### src/design/pdr_pkg.sv
`timescale 1ns / 1ps
package pdr_pkg;

	localparam int MAX_WIDTH = 512;
	localparam int MAX_HEIGHT = 256;
	localparam int TRIG_BITS = 16;
	localparam int QUARTER = 1 << (TRIG_BITS - 2);

	// phase dividers: divisor width and quotient bits
	localparam int PH_DW = 9;
	localparam int PH_QW = TRIG_BITS + 1;
	// depth divider
	localparam int DP_DW = 33;
	localparam int DP_QW = 32;
	// quarter-sine pipeline latency
	localparam int LSIN = 22;

	localparam int QDEPTH = 4;

	localparam logic [30:0] Q30_ONE = 31'h4000_0000;
	localparam logic [30:0] HALF_PI_Q30 = 31'd1686629713;

	localparam logic [7:0] HORNER_DIV [6] = '{8'd156, 8'd110, 8'd72, 8'd42, 8'd20, 8'd6};

	localparam logic CMD_LOAD = 1'b0;
	localparam logic CMD_PIXEL = 1'b1;

	localparam logic [1:0] REG_WIDTH = 2'd0;
	localparam logic [1:0] REG_HEIGHT = 2'd1;

	typedef struct packed {
		logic signed [15:0] normal_x;
		logic signed [15:0] normal_y;
		logic signed [15:0] normal_z;
		logic signed [31:0] plane_dist;
	} plane_t;

	typedef struct packed {
		logic [8:0]  out_col;
		logic [7:0]  out_row;
		logic        no_plane;
		logic [8:0]  wm1;
		logic [7:0]  hm1;
		logic [24:0] pt_num;
		logic [22:0] pp_num;
	} coord_t;

	typedef struct packed {
		coord_t coord;
		plane_t plane;
	} item_t;

endpackage

### src/design/pdr_fifo.sv
`timescale 1ns / 1ps
module pdr_fifo (
	input  logic           clk,
	input  logic           arst_n,
	input  logic           push,
	input  pdr_pkg::item_t push_item,
	output logic           full,
	input  logic           pop,
	output pdr_pkg::item_t head,
	output logic           empty
);
	import pdr_pkg::*;

	localparam int PW = $clog2(QDEPTH);

	item_t           slot_q [QDEPTH];
	logic [PW-1:0]   wr_ptr_q;
	logic [PW-1:0]   rd_ptr_q;
	logic [PW:0]     count_q;

	assign full = (count_q == (PW + 1)'(QDEPTH));
	assign empty = (count_q == '0);
	assign head = slot_q[rd_ptr_q];

	always_ff @(posedge clk) begin
		if (push) begin
			slot_q[wr_ptr_q] <= push_item;
		end
	end

	always_ff @(posedge clk or negedge arst_n) begin
		if (!arst_n) begin
			wr_ptr_q <= '0;
			rd_ptr_q <= '0;
			count_q <= '0;
		end else begin
			if (push) wr_ptr_q <= wr_ptr_q + 1'b1;
			if (pop) rd_ptr_q <= rd_ptr_q + 1'b1;
			case ({push, pop})
				2'b10: count_q <= count_q + 1'b1;
				2'b01: count_q <= count_q - 1'b1;
				default: ;
			endcase
		end
	end

endmodule

### config.mk
export PLATFORM = sky130hd
export DESIGN_NAME = pdr_fifo
export DESIGN_NICKNAME = d
export VERILOG_FILES = /design/src/design/pdr_pkg.sv /design/src/design/pdr_fifo.sv
export SDC_FILE = /design/constraint.sdc
export NUM_CORES = 1
export LEC_CHECK = 0
export CAP_MARGIN = 10
export CORE_MARGIN = 10
export CORE_UTILIZATION = 67
export CTS_BUF_LIST = sky130_fd_sc_hd__clkbuf_16
export DETAILED_ROUTE_END_ITERATION = 16
export DONT_BUFFER_PORTS = 1
export PLACE_DENSITY = 0.83
export RECOVER_POWER = 50
export SLEW_MARGIN = 20
export SYNTH_ARGS = -nofsm -noshare
export SYNTH_HDL_FRONTEND = slang
export SYNTH_SLANG_ARGS = --single-unit
### constraint.sdc
create_clock -name clk -period 10.9 [get_ports clk]
set_input_delay 1.09 -clock clk [delete_from_list [all_inputs] [get_ports clk]]
set_output_delay 1.09 -clock clk [all_outputs]
set_load 0.01 [all_outputs]
==> results of run 1 <==
power by group:
part / leakage [nW] / switching, mW / internal, mW
registers: 6.07 / 0.207 / 3.33
logic: 1.23 / 1.07 / 0.685
clock network: 1.05 / 0.873 / 1.32
layer usage:
metal / vias up / global-route usage [%]
met4: 0 / 5.95
met2: 579 / 37.6
li1: 3911 / -
met1: 5269 / 28.1
met3: 65 / 10.6
met5: - / 0
cell type report:
cell class | instances | area, um2 | area share, %
clock inverter | 46 | 548 | 2.08
inverter | 6 | 22.5 | 0.0853
sequential | 659 | 19800 | 74.8
multi-input combinational | 187 | 3870 | 14.7
timing repair buffer | 13 | 97.6 | 0.370
clock buffer | 61 | 1530 | 5.78
tap | 461 | 577 | 2.18
state kept, by name (all words and copies together), names as in the netlist:
signal and cells:
rd_ptr_q 2, wr_ptr_q 2, slot_q 652, count_q 3
worst max-delay path: stages, from the launching register on:
cell	delay, ps
dfrtp_4	760
buf_4	820
buf_4	840
mux4_2	670
Yosys cell counts:
library cell    n  area (um2)
edfxtp_1      652       19600
buf_2          16        80.1
xor2_1          4        35.0
fa_1            1        20.0
nor3_1          1        5.00
dfrtp_1         7         175
and2_1          4        25.0
nor2_1          1        3.75
clkbuf_1        2        7.51
nand2_1         3        11.3
mux4_2        163        3670
buf_6           7        78.8
buf_12         11         220
inv_1           6        22.5
buf_4           1        7.51
ha_1            5        62.6
and3_1          1        6.26
o21ai_0         2        10.0
xnor2_1         2        17.5
cell families (layout without fill, tap and decap cells):
family | count (synthesis) | after routing | share of synthesized area, %
AOI/OAI and AO/OA | 2 | 2 | 0.0416
xor gates and xnor gates | 6 | 6 | 0.219
adders and majority gates | 6 | 6 | 0.344
buffers and inverters | 43 | 126 | 1.73
DFF | 659 | 659 | 82.2
muxes | 163 | 163 | 15.3
and+or+nand+nor | 10 | 10 | 0.213
cell usage in the layout (no fill, tap or decap), drive strengths merged:
master / n
clkbuf: 61
mux4: 163
and2: 4
ha: 5
inv: 16
buf: 13
and3: 1
nand2: 3
xnor2: 2
fa: 1
nor3: 1
clkinv: 20
xor2: 4
nor2: 1
bufinv: 13
o21ai: 2
edfxtp: 652
dfrtp: 7
clkinvlp: 3
per-stage QoR:
stage | std cells | hold slack [ps]
floorplan | 889 | 457
global placement | 1326 | 478
detailed placement | 1326 | 480
CTS | 1433 | 165
global route | 1433 | 166
finish | 1433 | 195
worst paths after layout:
| path | endpoint | slack, ps | depth (start not counted) | start |
|---|---|---|---|---|
| setup / recovery | head[37] | 6000 | 3 | rd_ptr_q[0] |
| hold / removal | rd_ptr_q[0] | 190 | 0 | arst_n |
| setup reg to reg | slot_q[2][98] | 6190 | 4 | wr_ptr_q[0] |
| hold reg to reg | count_q[2] | 540 | 1 | count_q[2] |
| max in group asynchronous | rd_ptr_q[1] | 10620 | 0 | arst_n |
| min in group clk | count_q[2] | 540 | 1 | count_q[2] |
==> qor.yml, run 1 <==
timing:
  hold_viol: 0
  timing.fmax_mhz: 204
  finClkSkew_ps: 9.45
  setup_viol: 0
  slew_violations: 126
  finalCritPeriodShare_pct: 45.0
  worst_pin_slew_ps: 3360
  setup_tns_ps: 0
  setup_slack_ps: 6000
  slew_headroom_pct: -124
  rsz0062_at_grt: "false"
  period_needed_ps: 4900
cts:
  postCtsHoldBufs: 0
  clkLatencyLatePin_ps: 590
  cts_buffers: 59
  cts_max_level: 2
  max-clock-path-buffers: 3
  cts_sinks: 659
  postCtsSetupBuffers: 0
  clk_pin_slew_ps: 60
  clock-root-buffer: "clkbuf_16"
  cts_resized: 0
  tritoncts: "yes"
worst_setup_path:
  startpoint_type: "register"
  critPathRequiredTime_ps: 9810
  crit_type: "reg -> out"
  arrival_ps: 3810
  cp-end-kind: "output port"
  cp_max_fo: 49
synthesis:
  ys_warn_count: 0
  synth_cell_types: 19
  syn_avg_cell_area_um2: 27.0
  synth-seq-area-share_pct: 82.2
  synthesis.instances: 889
  syn_nets: 1062
  ys_ff_latch: 659
  syn-cell-area_um2: 24000
flow_run:
  cap_viol_max_count: 3
route:
  ant_nets: 0
  drt-initial-drc-count: 944
  vias: 9824
  wl_met1_um: 17500
  dr.pass1.iters: 5
  wl_per_cell_um: 36.0
  routed.top_layer: "met4"
  via_per_inst: 6.86
  wl_met3_um: 6850
  dr_wl_met2_um: 26100
  totalWireLength_um: 51600
  drcViolationCount: 0
global_routing:
  grt_first_pass_wirelength_um: 73800
  grt_pass1_vias: 10251
  grt_max_degree: 72
  grt.overflow.total: 0
  grt_usage_pct: 23.2
  antenna_found_initial: 0
die:
  start_util_pct: 67.7
  die_w_um: 209
  die-area_um2: 43900
  core-area_um2: 35500
  num_rows: 69
  fp.dieH_um: 209
  io_pins: 332
min_path:
  min_path_type: "in -> async"
placement:
  dp_hpwl_um: 29800
  portBuffers: 0
  gp_congestion: 0.848
  place_ws_ps: 6480
  dpl-instance-area_um2: 24300
power:
  power_density_nw_per_um2: 283
  power_leakage_nw: 8.34
  ir_drop_mv: 0.213
  total_power_mw: 7.48
layout:
  num_antenna_cells: 0
  design_area_um2: 26400
  utilization_pct: 74.4
  fill_cells: 1725
  syn_to_final_growth_pct: 9.84
  drive_above_1_share_pct: 27.6
  final_nets: 1099
outcome:
  status: "finished, violations left"
  violations: "capacitance limit, slew limit"
(Power assumes the default switching activity.)
==> run 2, diff against run 1 <==
--- a/config.mk
+++ b/config.mk
@@ -7,11 +7,11 @@
 export LEC_CHECK = 0
 export CAP_MARGIN = 10
 export CORE_MARGIN = 10
-export CORE_UTILIZATION = 67
+export CORE_UTILIZATION = 63
 export CTS_BUF_LIST = sky130_fd_sc_hd__clkbuf_16
 export DETAILED_ROUTE_END_ITERATION = 16
 export DONT_BUFFER_PORTS = 1
-export PLACE_DENSITY = 0.83
+export PLACE_DENSITY = 0.79
 export RECOVER_POWER = 50
 export SLEW_MARGIN = 20
 export SYNTH_ARGS = -nofsm -noshare
==> constraint.sdc (replaced) <==
create_clock -name clk -period 4.8 [get_ports clk]
set_input_delay 0.48 -clock clk [delete_from_list [all_inputs] [get_ports clk]]
set_output_delay 0.48 -clock clk [all_outputs]
set_load 0.01 [all_outputs]
==> run 2 against run 1 <==
  * Critical path depth decreased by 1
  * Clock power up 100%
  * Sequential share of layout area decreased by 4.2 points
  * The flow still finishes with violations (capacitance limit, slew limit)
  * Routed wire length grew 3.7%
  * Count of clock-buffer cells in the layout stayed put
  * Critical endpoint is now head[36]
  * Sequential power rose by 120%
  * Power is 120% higher
  * Combinational power up 150%
  * Non-clock buffer count is 170 higher
  * Flip-flop and latch count is the same
==> qor.yml, run 2 (synthesized netlist as in run 1, its figures left out) <==
cts:
  cts_sinks: 659  # unchanged
  cts_buffers: 60  # +1.7%
  cts_max_level: 2  # unchanged
  cts_resized: 0  # unchanged
  clk_pin_slew_ps: 70  # about the same
  max-clock-path-buffers: 3  # unchanged
  clkLatencyLatePin_ps: 630  # +40 ps
  clock-root-buffer: "clkbuf_16"
  tritoncts: "yes"
placement:
  dp_hpwl_um: 29300  # -1.7%
  portBuffers: 0  # unchanged
  gp_congestion: 0.763  # -10%
layout:
  final_common_cell: "edfxtp_1"
  fill_cells: 1942  # +13%
  biggestRegsByFlops: "slot_q (652), count_q (3)"
  syn_to_final_growth_pct: 16.4
  final_nets: 1270  # +16%
  mostFrequentLayoutCells: "edfxtp_1, dlygate4sd3_1, mux4_2"
  largest_register_ffs: 652  # unchanged
  drive_above_1_share_pct: 23.4  # -4.2 points
  regMostFlops: "slot_q"
  utilization_pct: 74.3  # -0.14 points
timing:
  setup_viol: 0  # unchanged
  slew_violations: 71  # -44%
  worst_pin_slew_ps: 2090  # -1270 ps
  slew_headroom_pct: -39.1  # +85 points
  setup_tns_ps: 0  # unchanged
  period_needed_ps: 3260
  hold_viol: 0  # unchanged
  rsz0062_at_grt: "false"
  timing.fmax_mhz: 307
  finalCritPeriodShare_pct: 67.9
  finClkSkew_ps: 46.3  # +36.9 ps
worst_setup_path:
  critPathRequiredTime_ps: 4320  # -5490 ps
  slowest_stage: "dfrtp_1"
  cp_num_buf_inv: 1  # -1
  worstRegToRegCells: 3  # -1
  crit_cells: 2  # -1
  cp_max_fo: 26  # -47%
  max_stage_delay_ps: 880  # +40 ps
  startpoint_type: "register"
  cp-end-kind: "output port"
  critPathTopFamily: "flip-flops"
  crit_chain: "buf_4 > mux4_2"
  crit_type: "reg -> out"
  arrival_ps: 2780  # -1030 ps
power:
  comb_power_share_pct: 26.0  # +2.6 points
  power_leakage_nw: 8.97  # +7.6%
  p_int_mw: 11.6  # +120%
  p_seq_share_pct: 47.5  # +0.2 points
  power_frac_clock_pct: 26.5  # -2.8 points
  p_sw_mw: 5.07  # +140%
  sw_frac_of_total_pct: 30.3  # +1.6 points
  power_density_nw_per_um2: 597  # +110%
  ir_drop_mv: 0.417  # +95%
global_routing:
  antenna_found_initial: 5  # +5
  grt_max_degree: 86  # +19%
  grt_usage_pct: 23.1  # -0.18 points
  grt_first_pass_wirelength_um: 78800  # +6.7%
  grt.overflow.total: 0  # unchanged
  grt_pass1_vias: 11194  # +9.2%
die:
  die_w_um: 215  # +2.8%
  io_pins: 332  # unchanged
  core-area_um2: 37700  # +6.2%
  fp.dieH_um: 215  # +2.8%
  die-area_um2: 46400  # +5.7%
  num_rows: 71  # +2.9%
  start_util_pct: 63.8  # -3.9 points
route:
  totalWireLength_um: 53500  # +3.7%
  drt-initial-drc-count: 1071  # +13%
  vias: 10496  # +6.8%
  via_per_inst: 6.32  # -7.8%
  wl_per_cell_um: 32.2  # -11%
  dr.pass1.iters: 5  # unchanged
  drcViolationCount: 0  # unchanged
  ant_nets: 0  # unchanged
flow_run:
  cap_viol_max_count: 1  # -2
min_path:
  hold_depth: 2
  min_path_type: "in -> reg"
outcome:
  violations: "capacitance limit, slew limit"
  status: "finished, violations left"
==> run 2: worst reg2reg max path: cells and delay by family (launching register included) <==
kind,cells,cell delay (ps)
DFF,1,400
buffers and inverters,1,1490
and+or+nand+nor,1,190
adders and majority gates,1,170
==> run 2: metrics by stage <==
step | total power [mW] | setup WS, ps | cells | area [um2] | hold slack, ps
2_1_floorplan | 11.3 | 5.53 | 889 | 24000 | 184
3_3_place_gp | 12.1 | 2470 | 1380 | 24500 | 185
3_5_place_dp | 12.2 | 2440 | 1380 | 24500 | 185
4_1_cts | 16.9 | 1840 | 1654 | 28000 | 6.29
5_1_grt | 17.3 | 1340 | 1658 | 28000 | -3.95
6_report | 16.7 | 1540 | 1661 | 28000 | 2.51
==> run 2: final cells by class <==
type,count,area (um2),share of cell area [%]
flip-flops and latches,659,19800,70.6
clock buffers,61,1530,5.46
well taps,511,639,2.29
repair buffers,183,1860,6.66
multi-input cells,187,3870,13.9
clock inverters,47,274,0.980
diodes,7,17.5,0.0626
inverters,6,22.5,0.0805
==> run 2: routing by layer <==
layer	up-vias	wire length, um	global-route usage, %
met5	-	27	0
met4	4	990	5.63
met3	72	5030	7.15
met2	563	27800	38.7
met1	5578	19600	29.2
li1	4279	-	-
==> run 2: power by group through the flow <==
stage	sequential [mW]	combinational [mW]	clock, mW
global route	8.01	4.63	4.69
detailed placement	7.99	4.26	0
floorplan	7.87	3.44	0
global placement	7.90	4.23	0
CTS	7.92	4.48	4.46
finish	7.93	4.35	4.42
==> run 2: worst paths after layout <==
kind / slack, ps / end / start
min in group asynchronous: 220 / rd_ptr_q[1] / arst_n
worst max register to register: 2040 / slot_q[3][10] / wr_ptr_q[0]
worst min-delay path: 3 / rd_ptr_q[1] / pop
worst min register to register: 510 / count_q[2] / count_q[2]
max in group asynchronous: 4230 / wr_ptr_q[0] / arst_n
worst max-delay path: 1540 / head[36] / rd_ptr_q[0]
==> run 2: timing repair <==
item	CTS	global route
endpoints found under the setup margin	0	0
setup buffers	0	0
hold buffers	166	0
endpoints found under the hold margin	662	0
==> run 3, diff against run 2 <==
--- a/config.mk
+++ b/config.mk
@@ -5,6 +5,7 @@
 export SDC_FILE = /design/constraint.sdc
 export NUM_CORES = 1
 export LEC_CHECK = 0
+export ABC_AREA = 1
 export CAP_MARGIN = 10
 export CORE_MARGIN = 10
 export CORE_UTILIZATION = 63
==> constraint.sdc (replaced) <==
create_clock -name clk -period 3.36 [get_ports clk]
set_input_delay 0.336 -clock clk [delete_from_list [all_inputs] [get_ports clk]]
set_output_delay 0.336 -clock clk [all_outputs]
set_load 0.01 [all_outputs]
==> run 3 against run 2 <==
  * The flow still finishes with violations (capacitance limit, slew limit)
  * Die area up 9.7%
  * Cell count up 62%
  * Largest cell class unchanged
  * Worst hold slack better by 51 ps
  * Setup slack worse by 1200 ps
  * Synthesized area up 11%
  * Count of clock-buffer cells in the layout up 8
  * Final area up 10%
==> qor.yml, run 3 <==
outcome:
  status: "finished, violations left"
  violations: "capacitance limit, slew limit"
power:
  ir_drop_mv: 0.827  # +98%
  p_int_mw: 17.2  # +48%
  power_leakage_nw: 11.9  # +32%
  power_density_nw_per_um2: 872  # +46%
  comb_power_share_pct: 31.5  # +5.5 points
  p_seq_share_pct: 42.1  # -5.4 points
  sw_frac_of_total_pct: 36.1  # +5.7 points
  p_sw_mw: 9.70  # +92%
  power_frac_clock_pct: 26.4  # about the same
die:
  die-area_um2: 50900  # +9.7%
  io_pins: 332  # unchanged
  start_util_pct: 63.6  # -0.25 points
  fp.dieH_um: 226  # +4.7%
  core-area_um2: 41900  # +11%
  die_w_um: 226  # +4.7%
  num_rows: 75  # +5.6%
global_routing:
  grt_usage_pct: 22.5  # -0.56 points
  grt_first_pass_wirelength_um: 87900  # +11%
  antenna_found_initial: 2  # -3
  grt_max_degree: 164  # +91%
  grt.overflow.total: 0  # unchanged
  grt_pass1_vias: 15389  # +37%
route:
  ant_nets: 0  # unchanged
  totalWireLength_um: 57800  # +8.2%
  drt-initial-drc-count: 1603  # +50%
  drcViolationCount: 0  # unchanged
  vias: 15427  # +47%
  dr.pass1.iters: 5  # unchanged
  wl_per_cell_um: 21.5  # -33%
  via_per_inst: 5.72  # -9.4%
worst_setup_path:
  cp_max_fo: 66  # +150%
  r2r_slack_ps: 710  # -1330 ps
  cp-end-kind: "output port"
  critPathRequiredTime_ps: 3020  # -1300 ps
  arrival_ps: 2640  # -140 ps
  startpoint_type: "register"
  crit_type: "reg -> out"
timing:
  setup_tns_ps: 0  # unchanged
  worst_pin_slew_ps: 1890  # -198 ps
  finClkSkew_ps: 20.3  # -26.0 ps
  period_needed_ps: 2980
  timing.fmax_mhz: 336
  hold_viol: 0  # unchanged
  setup_viol: 0  # unchanged
  finalCritPeriodShare_pct: 88.7
  rsz0062_at_grt: "false"
  slew_violations: 64  # -9.9%
  slew_headroom_pct: -25.9  # +13 points
min_path:
  min_path_type: "in -> reg"
synthesis:
  syn_avg_cell_area_um2: 13.6  # -50%
  synth_compound_area_share_pct: 11.1  # +11 points
  synth-seq-area-share_pct: 74.2  # -7.9 points
  synth.area.top_cells: "edfxtp_1, nand2_1, o211ai_1, inv_1, o211ai_2"
  ys_warn_count: 0  # unchanged
  synthesis.instances: 1951  # +120%
  synth-xor-area-share_pct: 0.132  # -0.087 points
  yosys-top-cells-count: "edfxtp_1, nand2_1, inv_1"
  synth-main-ff-cell: "edfxtp_1"
  synthSimpleGateAreaFrac_pct: 7.13  # +6.9 points
  syn_nets: 2124  # +100%
  synth.most_common_cell: "edfxtp_1"
  synth.top_cell.area_share_pct: 73.6  # -7.9 points
  synth_top_family_by_area: "compound AO/OA/AOI/OAI gates"
  ys_ff_latch: 659  # unchanged
  syn-cell-area_um2: 26600  # +11%
  async_reset_ff_share_pct: 1.06  # unchanged
  muxShareOfSynthArea_pct: 0  # -15 points
  synth_edf_count: 652  # unchanged
  synth_cell_types: 19  # unchanged
  yosysTopAreaCell: "edfxtp_1"
  synthAdderAreaFrac_pct: 0.310  # -0.033 points
cts:
  clk_pin_slew_ps: 60  # about the same
  clock-root-buffer: "clkbuf_16"
  cts_sinks: 659  # unchanged
  max-clock-path-buffers: 3  # unchanged
  cts_max_level: 3  # +1
  clkLatencyLatePin_ps: 580  # -50 ps
  cts_resized: 0  # unchanged
  cts_buffers: 67  # +12%
  tritoncts: "yes"
layout:
  mostFrequentLayoutCells: "edfxtp_1, nand2_1, inv_1"
  regMostFlops: "slot_q"
  syn_to_final_growth_pct: 16.0
  final_common_cell: "edfxtp_1"
  final_nets: 2276  # +79%
  seqCellArea_um2: 19800  # about the same
  drive_above_1_share_pct: 10.4  # -13 points
  biggestRegsByFlops: "slot_q (652), count_q (3)"
  multi_input_comb_area_um2: 4980  # +28%
  largest_register_ffs: 652  # unchanged
  fill_cells: 2341  # +21%
  utilization_pct: 73.7  # -0.56 points
placement:
  dp_hpwl_um: 31600  # +7.9%
  portBuffers: 0  # unchanged
  gp_congestion: 0.745  # -2.4%
flow_run:
  cap_viol_max_count: 1  # unchanged
==> run 3: changes by cell type after synthesis, moves of 5 or more <==
cell,change
buf_6,+5
mux4_2,-163
o211ai_1,+227
clkbuf_1,+10
inv_1,+334
o211ai_2,+99
buf_12,-11
nand2_1,+497
buf_2,+65
==> run 3: cell families after synthesis <==
| family | Yosys count |
|---|---|
| AO/OA/AOI/OAI | 328 |
| XOR/XNOR | 4 |
| adder cells (fa/ha/maj) | 6 |
| buffers and inverters | 450 |
| flip-flops | 659 |
| AND/OR/NAND/NOR | 504 |
==> run 3: stage by stage <==
| stage | instance area (um2) | cells | setup WS, ps | hold WS (ps) | power [mW] |
|---|---|---|---|---|---|
| after floorplan | 26600 | 1951 | -137 | 40.4 | 17.7 |
| after global placement | 27100 | 2407 | 890 | 40.6 | 19.4 |
| after detailed placement | 27100 | 2407 | 872 | 40.6 | 19.7 |
| after CTS | 30900 | 2690 | 388 | 25.1 | 27.0 |
| after global routing | 30800 | 2692 | 267 | 46.7 | 28.2 |
| final | 30900 | 2696 | 381 | 53.5 | 26.9 |
==> run 3: final cells by class <==
cell class | instances | area share [%]
sequential | 659 | 64.1
multi-input combinational | 842 | 16.1
clock inverter | 48 | 1.19
tap | 539 | 2.19
antenna | 6 | 0.0487
clock buffer | 69 | 5.60
inverter | 340 | 4.19
timing repair buffer | 193 | 6.60
==> run 3: critical path, cell delays in order (launching register included) <==
cell	delay (ps)
dfrtp_4	790
buf_4	710
o211ai_1	270
nand2_1	200
==> run 3: final timing paths <==
check	from	to	cells after the start
worst max-delay path	rd_ptr_q[1]	head[118]	3
min in group asynchronous	arst_n	rd_ptr_q[1]	1
max in group asynchronous	arst_n	rd_ptr_q[0]	1
worst min register to register	wr_ptr_q[0]	wr_ptr_q[0]	1
worst min-delay path	pop	count_q[0]	2
worst max register to register	wr_ptr_q[0]	slot_q[2][117]	5
==> run 3: power groups by stage <==
stage,Clock (mW),Combinational [mW],Sequential (mW)
floorplan,0,6.35,11.3
global route,7.50,9.30,11.4
detailed placement,0,8.21,11.5
global placement,0,8.02,11.4
CTS,7.18,8.52,11.3
finish,7.09,8.48,11.3
==> run 3: repair_timing <==
action	in CTS	in global routing
setup buffers	0	0
hold endpoints to repair	663	0
hold buffers	166	0
endpoints found under the setup margin	0	0
==> run 3: metal layers <==
| layer | GRT usage [%] | vias to the layer above | share of wire (%) |
|---|---|---|---|
| met3 | 6.25 | 112 | 8.6 |
| met4 | 7.67 | 0 | 2.7 |
| met1 | 27.4 | 7524 | 38 |
| met2 | 38.1 | 674 | 51 |
| met5 | 0 | - | 0 |
| li1 | - | 7117 | - |
